==> src/rtl/core/utf8sd_pkg.sv <==
// Shared types and constants of the UTF-8 stream decoder.
`timescale 1ns / 1ps

package utf8sd_pkg;

    localparam int unsigned CodeW = 21;

    // byte classes
    localparam logic [7:0] ContMask  = 8'hC0;
    localparam logic [7:0] ContTag   = 8'h80;
    localparam logic [7:0] Lead2Mask = 8'hE0;
    localparam logic [7:0] Lead2Tag  = 8'hC0;
    localparam logic [7:0] Lead3Mask = 8'hF0;
    localparam logic [7:0] Lead3Tag  = 8'hE0;
    localparam logic [7:0] Lead4Mask = 8'hF8;
    localparam logic [7:0] Lead4Tag  = 8'hF0;

    // code point limits
    localparam logic [CodeW-1:0] MinTwo    = 21'h000080;
    localparam logic [CodeW-1:0] MinThree  = 21'h000800;
    localparam logic [CodeW-1:0] MinFour   = 21'h010000;
    localparam logic [CodeW-1:0] SurLo     = 21'h00D800;
    localparam logic [CodeW-1:0] SurHi     = 21'h00DFFF;
    localparam logic [CodeW-1:0] MaxScalar = 21'h10FFFF;
    localparam logic [CodeW-1:0] RepReset  = 21'h00FFFD;

    typedef logic [CodeW-1:0] t_code;

    // One byte's worth of results: nrep replacements, then optionally one good code.
    typedef struct packed {
        logic [2:0] nrep;
        logic       has_good;
        t_code      good_code;
    } t_desc;

endpackage

==> src/rtl/core/utf8sd_front.sv <==
// Front end: accepts bytes, tracks the pending sequence, emits result descriptors.
`timescale 1ns / 1ps

module utf8sd_front (
    input  logic               i_clk,
    input  logic               i_rst_n,
    input  logic               i_byte_valid,
    output logic               o_byte_ready,
    input  logic [7:0]         i_byte,
    input  logic               i_final,
    input  logic               i_queue_full,
    output logic               o_push,
    output utf8sd_pkg::t_desc  o_desc
);

    logic [1:0]         r_seq_len;
    logic [1:0]         r_cont_seen;
    utf8sd_pkg::t_code  r_partial;
    logic [1:0]         n_seq_len;
    logic [1:0]         n_cont_seen;
    utf8sd_pkg::t_code  n_partial;

    logic               accept;
    logic               is_cont;
    logic               use_fresh;
    logic               bad;
    logic [2:0]         seen;
    logic [2:0]         seq3;
    utf8sd_pkg::t_code  cont_v;
    utf8sd_pkg::t_code  minv;
    utf8sd_pkg::t_desc  desc;

    assign o_byte_ready = !i_queue_full;
    assign accept       = i_byte_valid && !i_queue_full;
    assign is_cont      = (i_byte & utf8sd_pkg::ContMask) == utf8sd_pkg::ContTag;
    assign cont_v       = {r_partial[14:0], i_byte[5:0]};
    assign seen         = {1'b0, r_cont_seen} + 3'd1;
    assign seq3         = {1'b0, r_seq_len};

    always_comb begin
        case (r_seq_len)
            2'd1:    minv = utf8sd_pkg::MinTwo;
            2'd2:    minv = utf8sd_pkg::MinThree;
            default: minv = utf8sd_pkg::MinFour;
        endcase
    end

    assign bad = (cont_v < minv) ||
                 ((cont_v >= utf8sd_pkg::SurLo) && (cont_v <= utf8sd_pkg::SurHi)) ||
                 (cont_v > utf8sd_pkg::MaxScalar);

    always_comb begin
        n_seq_len   = r_seq_len;
        n_cont_seen = r_cont_seen;
        n_partial   = r_partial;
        desc        = '0;
        use_fresh   = 1'b0;

        if (r_seq_len == 2'd0) begin
            use_fresh = 1'b1;
        end else if (is_cont) begin
            if (seen >= seq3) begin
                if (bad) begin
                    desc.nrep = seq3 + 3'd1;
                end else begin
                    desc.has_good  = 1'b1;
                    desc.good_code = cont_v;
                end
                n_seq_len   = 2'd0;
                n_cont_seen = 2'd0;
                n_partial   = '0;
            end else if (i_final) begin
                // truncated at end of text
                desc.nrep   = seen + 3'd1;
                n_seq_len   = 2'd0;
                n_cont_seen = 2'd0;
                n_partial   = '0;
            end else begin
                n_cont_seen = seen[1:0];
                n_partial   = cont_v;
            end
        end else begin
            // missing continuation: flush the sequence, then take the byte afresh
            desc.nrep   = {1'b0, r_cont_seen} + 3'd1;
            n_seq_len   = 2'd0;
            n_cont_seen = 2'd0;
            n_partial   = '0;
            use_fresh   = 1'b1;
        end

        if (use_fresh) begin
            if (!i_byte[7]) begin
                desc.has_good  = 1'b1;
                desc.good_code = {13'd0, i_byte};
            end else if ((i_byte & utf8sd_pkg::Lead2Mask) == utf8sd_pkg::Lead2Tag ||
                         (i_byte & utf8sd_pkg::Lead3Mask) == utf8sd_pkg::Lead3Tag ||
                         (i_byte & utf8sd_pkg::Lead4Mask) == utf8sd_pkg::Lead4Tag) begin
                if (i_final) begin
                    desc.nrep = desc.nrep + 3'd1;
                end else if ((i_byte & utf8sd_pkg::Lead2Mask) == utf8sd_pkg::Lead2Tag) begin
                    n_seq_len = 2'd1;
                    n_partial = {16'd0, i_byte[4:0]};
                end else if ((i_byte & utf8sd_pkg::Lead3Mask) == utf8sd_pkg::Lead3Tag) begin
                    n_seq_len = 2'd2;
                    n_partial = {17'd0, i_byte[3:0]};
                end else begin
                    n_seq_len = 2'd3;
                    n_partial = {18'd0, i_byte[2:0]};
                end
            end else begin
                desc.nrep = desc.nrep + 3'd1;   // invalid lead
            end
        end
    end

    assign o_desc = desc;
    assign o_push = accept && ((desc.nrep != 3'd0) || desc.has_good);

    always_ff @(posedge i_clk) begin
        if (!i_rst_n) begin
            r_seq_len   <= 2'd0;
            r_cont_seen <= 2'd0;
            r_partial   <= '0;
        end else if (accept) begin
            r_seq_len   <= n_seq_len;
            r_cont_seen <= n_cont_seen;
            r_partial   <= n_partial;
        end
    end

endmodule

==> src/rtl/core/utf8sd_queue.sv <==
// Descriptor queue between the front and back ends.
`timescale 1ns / 1ps

module utf8sd_queue #(
    parameter int unsigned DEPTH = 4
) (
    input  logic               i_clk,
    input  logic               i_rst_n,
    input  logic               i_push,
    input  utf8sd_pkg::t_desc  i_desc,
    output logic               o_full,
    output logic               o_valid,
    output utf8sd_pkg::t_desc  o_desc,
    input  logic               i_pop
);

    localparam int unsigned PtrW = (DEPTH > 1) ? $clog2(DEPTH) : 1;
    localparam int unsigned CntW = $clog2(DEPTH + 1);
    localparam logic [PtrW-1:0] LastPtr = PtrW'(DEPTH - 1);
    localparam logic [CntW-1:0] FullCnt = CntW'(DEPTH);

    utf8sd_pkg::t_desc r_mem [DEPTH];
    logic [PtrW-1:0]   r_wr;
    logic [PtrW-1:0]   r_rd;
    logic [CntW-1:0]   r_cnt;
    logic              pop;

    assign o_full  = r_cnt == FullCnt;
    assign o_valid = r_cnt != '0;
    assign o_desc  = r_mem[r_rd];
    assign pop     = i_pop && o_valid;

    always_ff @(posedge i_clk) begin
        if (i_push) begin
            r_mem[r_wr] <= i_desc;
        end
    end

    always_ff @(posedge i_clk) begin
        if (!i_rst_n) begin
            r_wr  <= '0;
            r_rd  <= '0;
            r_cnt <= '0;
        end else begin
            if (i_push) begin
                r_wr <= (r_wr == LastPtr) ? '0 : r_wr + 1'b1;
            end
            if (pop) begin
                r_rd <= (r_rd == LastPtr) ? '0 : r_rd + 1'b1;
            end
            case ({i_push, pop})
                2'b10:   r_cnt <= r_cnt + 1'b1;
                2'b01:   r_cnt <= r_cnt - 1'b1;
                default: r_cnt <= r_cnt;
            endcase
        end
    end

endmodule

==> src/rtl/core/utf8sd_back.sv <==
// Back end: expands descriptors into the output register, one word per cycle when ready.
`timescale 1ns / 1ps

module utf8sd_back (
    input  logic               i_clk,
    input  logic               i_rst_n,
    input  utf8sd_pkg::t_code  i_rep_code,
    input  logic               i_desc_valid,
    input  utf8sd_pkg::t_desc  i_desc,
    output logic               o_pop,
    output logic               o_valid,
    input  logic               i_ready,
    output utf8sd_pkg::t_code  o_code,
    output logic               o_malformed,
    output logic               o_last
);

    logic [1:0]        r_idx;
    logic              r_valid;
    utf8sd_pkg::t_code r_code;
    logic              r_malformed;
    logic              r_last;

    logic [2:0]        total;
    logic              is_rep;
    logic              last;
    logic              load;

    assign total  = i_desc.nrep + {2'd0, i_desc.has_good};
    assign is_rep = {1'b0, r_idx} < i_desc.nrep;
    assign last   = ({1'b0, r_idx} + 3'd1) == total;
    assign load   = i_desc_valid && (!r_valid || i_ready);
    assign o_pop  = load && last;

    always_ff @(posedge i_clk) begin
        if (!i_rst_n) begin
            r_valid <= 1'b0;
            r_idx   <= 2'd0;
        end else begin
            if (load) begin
                r_valid <= 1'b1;
                r_idx   <= last ? 2'd0 : r_idx + 2'd1;
            end else if (i_ready) begin
                r_valid <= 1'b0;
            end
        end
    end

    always_ff @(posedge i_clk) begin
        if (load) begin
            r_code      <= is_rep ? i_rep_code : i_desc.good_code;
            r_malformed <= is_rep;
            r_last      <= last;
        end
    end

    assign o_valid     = r_valid;
    assign o_code      = r_code;
    assign o_malformed = r_malformed;
    assign o_last      = r_last;

endmodule

==> src/rtl/core/utf8_stream_decoder.sv <==
// Top level of the UTF-8 stream decoder with per-byte replacement.
`timescale 1ns / 1ps

// UTF-8 stream decoder. Bytes enter on the slave stream, one word per byte, with
// tlast marking the final byte of the text (it flushes a pending sequence). Each
// decoded code point leaves on the master stream; a malformed byte yields the
// replacement code with tuser set, one word per bad byte (lead first, then each
// buffered continuation), and decoding resumes at the next byte. tlast on the
// output marks the last word caused by one input byte; bytes that only open or
// extend a sequence produce nothing. Throughput: one byte per cycle in while the
// queue has room, one word per cycle out while the output is ready. The front end
// classifies a byte in the cycle it is accepted; a byte that causes k words (k up
// to 4) holds the back end until its last word is loaded; the QUEUE_DEPTH-entry
// descriptor queue between them absorbs such bursts. Input stalls only when that
// queue is full, output stalls never block input until then. The replacement
// code register resets to U+FFFD and is written through the cfg channel, which is
// always ready; write it only while the decoder is idle.

module utf8_stream_decoder #(
    parameter int unsigned QUEUE_DEPTH = 4
) (
    input  logic        i_clk,
    input  logic        i_rst_n,
    // input byte stream
    input  logic        s_axis_tvalid,
    output logic        s_axis_tready,
    input  logic [7:0]  s_axis_tdata,     // [7:0] byte_value
    input  logic        s_axis_tlast,     // final_byte
    // output code point stream
    output logic        m_axis_tvalid,
    input  logic        m_axis_tready,
    output logic [23:0] m_axis_tdata,     // [20:0] code_value, [23:21] zero
    output logic        m_axis_tuser,     // [0] malformed
    output logic        m_axis_tlast,     // run_end
    // replacement code write
    input  logic        i_cfg_valid,
    output logic        o_cfg_ready,
    input  logic [20:0] i_cfg_data        // replacement_code
);

    utf8sd_pkg::t_code r_rep_code;

    logic              push;
    logic              queue_full;
    logic              queue_valid;
    logic              pop;
    utf8sd_pkg::t_desc push_desc;
    utf8sd_pkg::t_desc head_desc;
    utf8sd_pkg::t_code out_code;

    assign o_cfg_ready = 1'b1;

    always_ff @(posedge i_clk) begin
        if (!i_rst_n) begin
            r_rep_code <= utf8sd_pkg::RepReset;
        end else if (i_cfg_valid) begin
            r_rep_code <= i_cfg_data;
        end
    end

    utf8sd_front u_front (
        .i_clk        (i_clk),
        .i_rst_n      (i_rst_n),
        .i_byte_valid (s_axis_tvalid),
        .o_byte_ready (s_axis_tready),
        .i_byte       (s_axis_tdata),
        .i_final      (s_axis_tlast),
        .i_queue_full (queue_full),
        .o_push       (push),
        .o_desc       (push_desc)
    );

    utf8sd_queue #(
        .DEPTH (QUEUE_DEPTH)
    ) u_queue (
        .i_clk   (i_clk),
        .i_rst_n (i_rst_n),
        .i_push  (push),
        .i_desc  (push_desc),
        .o_full  (queue_full),
        .o_valid (queue_valid),
        .o_desc  (head_desc),
        .i_pop   (pop)
    );

    utf8sd_back u_back (
        .i_clk        (i_clk),
        .i_rst_n      (i_rst_n),
        .i_rep_code   (r_rep_code),
        .i_desc_valid (queue_valid),
        .i_desc       (head_desc),
        .o_pop        (pop),
        .o_valid      (m_axis_tvalid),
        .i_ready      (m_axis_tready),
        .o_code       (out_code),
        .o_malformed  (m_axis_tuser),
        .o_last       (m_axis_tlast)
    );

    assign m_axis_tdata = {3'b000, out_code};

endmodule

==> config.mk <==
export PLATFORM = sky130hd
export DESIGN_NAME = utf8_stream_decoder
export DESIGN_NICKNAME = d
export VERILOG_FILES = /design/src/rtl/core/utf8sd_pkg.sv /design/src/rtl/core/utf8sd_front.sv /design/src/rtl/core/utf8sd_queue.sv /design/src/rtl/core/utf8sd_back.sv /design/src/rtl/core/utf8_stream_decoder.sv
export SDC_FILE = /design/constraint.sdc
export NUM_CORES = 1
export LEC_CHECK = 0
export ABC_AREA = 1
export BUFFER_PORTS_ARGS = -buffer_cell sky130_fd_sc_hd__buf_2
export CORE_MARGIN = 2
export CORE_UTILIZATION = 48
export DETAILED_ROUTE_END_ITERATION = 16
export PLACE_DENSITY = 0.76
export SLEW_MARGIN = 25
export SYNTH_ARGS = -nofsm -noshare
export SYNTH_HDL_FRONTEND = slang
export SYNTH_SLANG_ARGS = --single-unit
==> constraint.sdc <==
create_clock -name i_clk -period 6 [get_ports i_clk]
set_input_delay 0.3 -clock i_clk [delete_from_list [all_inputs] [get_ports i_clk]]
set_output_delay 0.3 -clock i_clk [all_outputs]
set_load 0.005 [all_outputs]
==> results of run 1 <==
## registers in the layout (all words and copies together) (netlist names), named ones only
register and cells:
r_rep_code 21, u_back.o_code 21, u_back.o_last 1, u_back.o_malformed 1, u_back.o_valid 1, u_back.r_idx 2
u_front.r_cont_seen 2, u_front.r_partial 15, u_front.r_seq_len 2, u_queue.r_cnt 3, u_queue.r_mem 100, u_queue.r_rd 2
u_queue.r_wr 2
## power by group through the flow
stage                     logic [µW]  registers, µW  clock network (µW)
after floorplan                  666           1630                   0
after global placement           941           1630                   0
after detailed placement         964           1630                   0
after CTS                        969           1610                1160
after global routing            1090           1620                1210
final                            959           1600                1140
## cell type report
cell class / count / share of cell area, %
clock inverter: 6 / 0.741
timing repair buffer: 65 / 3.88
tap: 216 / 3.08
sequential: 175 / 53.9
inverter: 77 / 3.29
clock buffer: 26 / 6.43
multi-input combinational: 499 / 28.7
## per-layer routing
layer,vias to the layer above,track usage (%)
met2,188,30.9
met5,-,0
li1,2750,-
met4,0,5.82
met1,2538,25.7
met3,13,5.33
## through the flow
step / instances / setup WS, ns / total power [µW]
final: 1064 / 1.80 / 3700
after floorplan: 786 / 2.11 / 2290
after global routing: 1064 / 1.40 / 3920
after global placement: 1032 / 1.95 / 2570
after detailed placement: 1032 / 1.80 / 2590
after CTS: 1064 / 1.80 / 3730
## cell usage in the layout (no fill, tap or decap), types with 21 or more instances in the layout
cell type,synthesis,routed
a31oi_1,22,21
edfxtp_1,123,123
nand2_1,97,97
inv_1,69,69
o21ai_0,64,64
nand3_1,28,28
buf_2,6,59
nor2_1,179,175
clkbuf_16,0,21
a21oi_1,31,31
dfxtp_1,52,52
## kinds of logic after synthesis
logic type                 count (synthesis)  share of synthesized area, %
adders and majority gates                 22                          3.78
AOI/OAI and AO/OA                        147                          10.8
DFF                                      175                          61.7
xor gates and xnor gates                   3                         0.342
other                                      2                        0.0979
and+or+nand+nor                          323                          17.3
buffers and inverters                    112                          5.92
## worst register-to-register path: stages (launching register included)
cell and delay, ns:
dfxtp_1 0.88, inv_2 0.45, o21ai_0 0.22, o22ai_1 0.12, ha_1 0.19, ha_1 0.29
or2_2 0.30, a21oi_1 0.14, nand2_1 0.12, nor2_1 0.26, ha_1 0.20, inv_1 0.06
fa_1 0.37, a21oi_1 0.15, o21ai_0 0.11, o21ai_0 0.15, a21oi_1 0.05
## synthesized netlist by cell type, types with 6 or more instances
cell type	number	share of area (%)
a21oi_1	31	2.0
a31oi_1	22	1.8
buf_2	6	0.39
clkbuf_1	21	1.0
dfxtp_1	52	14
edfxtp_1	123	48
ha_1	20	3.3
inv_1	69	3.4
inv_2	6	0.29
nand2_1	97	4.7
nand3_1	28	1.8
nor2_1	179	8.8
o21ai_0	64	4.2
o22ai_1	16	1.3
## path summary, 6_finish.rpt
check	slack (ns)	cells after the start	from	end
hold / removal	0.08	3	i_cfg_data[13]	r_rep_code[13]
setup reg to reg	1.80	16	flip-flop	u_queue.r_cnt[2]
setup / recovery	1.80	16	flip-flop	u_queue.r_cnt[2]
hold reg to reg	0.46	2	r_rep_code[5]	r_rep_code[5]
==> results.cfg, run 1 <==
[pwr]
p_switching_uw = 1160
p_sw_share_pct = 31.3
combPwrFrac_pct = 25.9
share_seq_of_total_power_pct = 43.3
power.leakage_uw = 0.00342
intPower_uw = 2550
power_frac_clock_pct = 30.8
ir_worst_vdd_mv = 0.225
power.density_nw_per_um2 = 422

[routing]
wl_um = 15700
drc = 0
drtAntennaViolNets = 0
top_layer = met4
vias = 5489
wl_per_cell_um = 14.8
wl_met3_um = 1020
first_pass_iters = 5
drt-initial-drc-count = 594
viasPerCell = 5.16
dr_wl_met2_um = 7240
met1Wirelength_um = 7260

[sta]
period_share_pct = 70.0
clock.fmax_ghz = 0.238
hold_viol_final = 0
setup_viol = 0
slew_violations = 0
rsz0062_at_grt = false
fin_crit_ns = 4.20
whs_ns = 0.0772
skew_ns = 0.0139
worst_pin_slew_ns = 0.948
tns_ns = 0
maxSlewHeadroom_pct = 36.8

[critical_path]
critPathTopFamily = adder cells
cp_max_fo = 27
crit_required_ns = 6.32
crit_path_cell_trace = inv_2 -> o21ai_0 -> o22ai_1 -> ha_1 -> ha_1 -> or2_2 -> a21oi_1 -> nand2_1 -> nor2_1 -> ha_1 -> inv_1 -> fa_1 -> a21oi_1 -> o21ai_0 -> o21ai_0 -> a21oi_1
cp_slowest_stage_delay_ns = 0.88
worstPathArrival_ns = 4.52
cpMaxStageDelayCell = dfxtp_1
startpoint_type = flip-flop
end_kind = flip-flop
crit_type = flip-flop to flip-flop
crit_buf_inv = 2

[layout]
fin_util_pct = 55.7
syn_to_final_growth_pct = 14.4
n_antenna_cell = 0
fillers = 1361
drive_gt1_share_pct = 13.9
multi_input_area_um2 = 2520
seq_area_um2 = 4730
final_cell_area_um2 = 8780
fin_nets = 892

[place]
dp_hpwl_um = 10300
placed_cell_area_um2 = 8150
gp_congestion = 0.894
placement.io_buffers = 59

[floorplanning]
die-height_um = 130
die_w_um = 130
core_region_area_um2 = 15800
fp.dieArea_um2 = 17000
rows = 46
ios = 64
initial_core_util_pct = 48.7

[global_routing]
grt_pass1_vias = 4924
grt_max_degree = 51
antenna_found_initial = 0
grt-ovfl-total = 0
grt_pass1_wl_um = 24700
grt_usage_pct = 19.2

[clock_network]
clk_latency_ns = 0.44
cts_setup_buffers = 0
clk_path_buf_depth = 2
postCtsHoldBufs = 0
cts_buffers = 17
clkSinkCount = 175
cts-root-buf = clkbuf_16
cts_tree = built
htreeDepth = 4
cts_resized = 0
cts.clk_slew.worst_paths_ns = 0.06

[synthesis]
yosysSeqAreaShare_pct = 61.7
syn_area_um2 = 7670
ys_async_sr_fraction_pct = 0
netlist_instances = 784
synth_flop_cell = edfxtp_1
syn_area_per_cell_um2 = 9.79
ys_ff_latch = 175
synth_edf_count = 123
synth.distinct_cells = 43
synth_warnings = 0

[run_status]
outcome = completed

[hold_path]
hold_path.class = primary input to flip-flop

[flow_run]
drv_cap = 0
Power figures use the tool's default switching activity.
==> run 2, diff against run 1 <==
Settings changed: PLACE_DENSITY 0.76 to 0.79.
Clock period 6 ns to 3.6 ns, I/O delays scaled along.
==> results.cfg, run 2 (same netlist as run 1, synthesis figures left out) <==
[floorplanning]
ios = 64
core_region_area_um2 = 15800
fp.dieArea_um2 = 17000
rows = 46
die-height_um = 130
initial_core_util_pct = 48.7
die_w_um = 130

[hold_path]
whs_path_depth = 3
hold_path_end = u_front.r_partial[4]
hold_path.class = primary input to flip-flop
min_from = s_axis_tdata[4]

[layout]
n_antenna_cell = 0
fin_nets = 945
syn_to_final_growth_pct = 21.7
multi_input_area_um2 = 2620
largest_reg_flops = 100
fillers = 1258
top_register = u_queue.r_mem
final_cells = 1116
drive_gt1_share_pct = 19.4
layout_common_cells = nor2_1, edfxtp_1, nand2_1, inv_1, o21ai_0
final_common_cell = nor2_1
seq_area_um2 = 4740

[global_routing]
grt_max_degree = 35
antenna_found_initial = 0
grt_pass1_wl_um = 26700
grt_usage_pct = 20.7
grt-ovfl-total = 0
grt_pass1_vias = 5540

[sta]
fin_crit_ns = 3.49
hold_viol_final = 0
skew_ns = 0.00698
slew_violations = 0
clock.fmax_ghz = 0.286
period_share_pct = 97.1
setup_viol = 0
whs_ns = 0.115
maxSlewHeadroom_pct = 50.2
worst_pin_slew_ns = 0.746
rsz0062_at_grt = true

[clock_network]
cts-root-buf = clkbuf_16
clkSinkCount = 175
clk_path_buf_depth = 2
clk_latency_ns = 0.43
cts.clk_slew.worst_paths_ns = 0.06
htreeDepth = 4
cts_buffers = 17
cts_tree = built

[critical_path]
startpoint_type = flip-flop
r2r_start = u_front.r_seq_len[1]
r2r-end = u_queue.r_cnt[2]
cp_max_fo = 5
crit_required_ns = 3.92
reg2reg_slack_ns = 0.11
worstPathArrival_ns = 3.82
crit_type = flip-flop to flip-flop
end_kind = flip-flop
worst_r2r_path_depth = 22

[pwr]
power.leakage_uw = 0.00364
ir_worst_vdd_mv = 0.370
power.density_nw_per_um2 = 671

[place]
dp_cells = 1058
gp_congestion = 0.900
placement.io_buffers = 59
dp_hpwl_um = 10600

[routing]
vias = 5843
viasPerCell = 5.24
wl_per_cell_um = 15.1
first_pass_iters = 5
drt-initial-drc-count = 451
drc = 0
drtAntennaViolNets = 0
wl_um = 16900

[run_status]
outcome = completed

[flow_run]
drv_cap = 0
[run 2: cell types whose count changed in the layout (fill, tap and decap cells not counted), moves of 7 or more]
| cell | delta |
|---|---|
| buf_4 | +26 |
| inv_2 | +7 |
| inv_1 | -7 |
| dlygate4sd3_1 | +21 |
[run 2: how the worst max path moves through the flow]
stage	end	start	slack (ns)	cells past startpoint
3_5_place_dp	u_queue.r_cnt[2]	u_front.r_seq_len[1]	-0.12	24
5_1_grt	u_queue.r_cnt[2]	u_front.r_seq_len[1]	-0.16	27
4_1_cts	u_queue.r_cnt[1]	u_front.r_seq_len[0]	0.03	27
3_3_place_gp	u_queue.r_cnt[2]	u_front.r_seq_len[0]	-0.007	24
6_report	u_queue.r_cnt[2]	u_front.r_seq_len[1]	0.11	22
2_1_floorplan	u_queue.r_mem[0][0]	u_front.r_seq_len[1]	-0.26	21
[run 2: repair_timing]
item | in CTS | in global routing
hold endpoints to repair | 21 | 0
gates resized for setup | 8 | 23
hold buffers | 21 | 0
buffers inserted | 1 | 5
setup endpoints to repair | 2 | 2
pin swaps | 1 | 14
[run 2: metrics by stage]
step	power [µW]	utilization, %	cell area [µm²]	TNS (ns)	setup slack [ns]
CTS	6260	58.4	9220	0	0.0281
floorplan	3820	-	7680	-25.58	-0.256
global route	6640	59.2	9340	-0.259	-0.159
detailed placement	4450	53.3	8400	-0.118	-0.118
global placement	4400	53.3	8400	-0.00690	-0.00690
finish	6270	59.2	9340	0	0.105
[run 2: routing by layer]
metal  GRT usage [%]  wire length, µm
met5               0                0
met4            9.70              365
met2            34.2             8190
met1            26.6             7190
met3            3.91             1160
[run 2: critical path, stage by stage, from the launching register on]
cell	delay, ns
dfxtp_2	0.32
buf_6	0.12
fa_1	0.53
nor2_1	0.04
o21ai_1	0.09
nand2_2	0.12
o31ai_2	0.21
inv_1	0.07
nand2_1	0.09
nand2_1	0.09
inv_2	0.08
ha_4	0.19
or2_4	0.24
nand2_4	0.07
nand3_4	0.08
nand2_4	0.08
ha_4	0.14
inv_2	0.04
fa_2	0.38
a21oi_2	0.15
o21ai_2	0.07
o21ai_1	0.12
a21oi_1	0.05
[run 2: area by class of cell]
cell class | count | share of cell area, %
clock inverters | 12 | 1.45
multi-input cells | 499 | 28.1
flip-flops and latches | 175 | 50.8
well taps | 216 | 2.89
repair buffers | 118 | 9.09
clock buffers | 19 | 4.64
inverters | 77 | 3.10
[run 2: report_power, final]
part | leakage [µW] | internal [µW] | total [µW] | switching (µW)
Combinational | 0.00181 | 673 | 1840 | 1170
Clock | 0.000274 | 1020 | 1780 | 755
Sequential | 0.00155 | 2550 | 2650 | 92.4
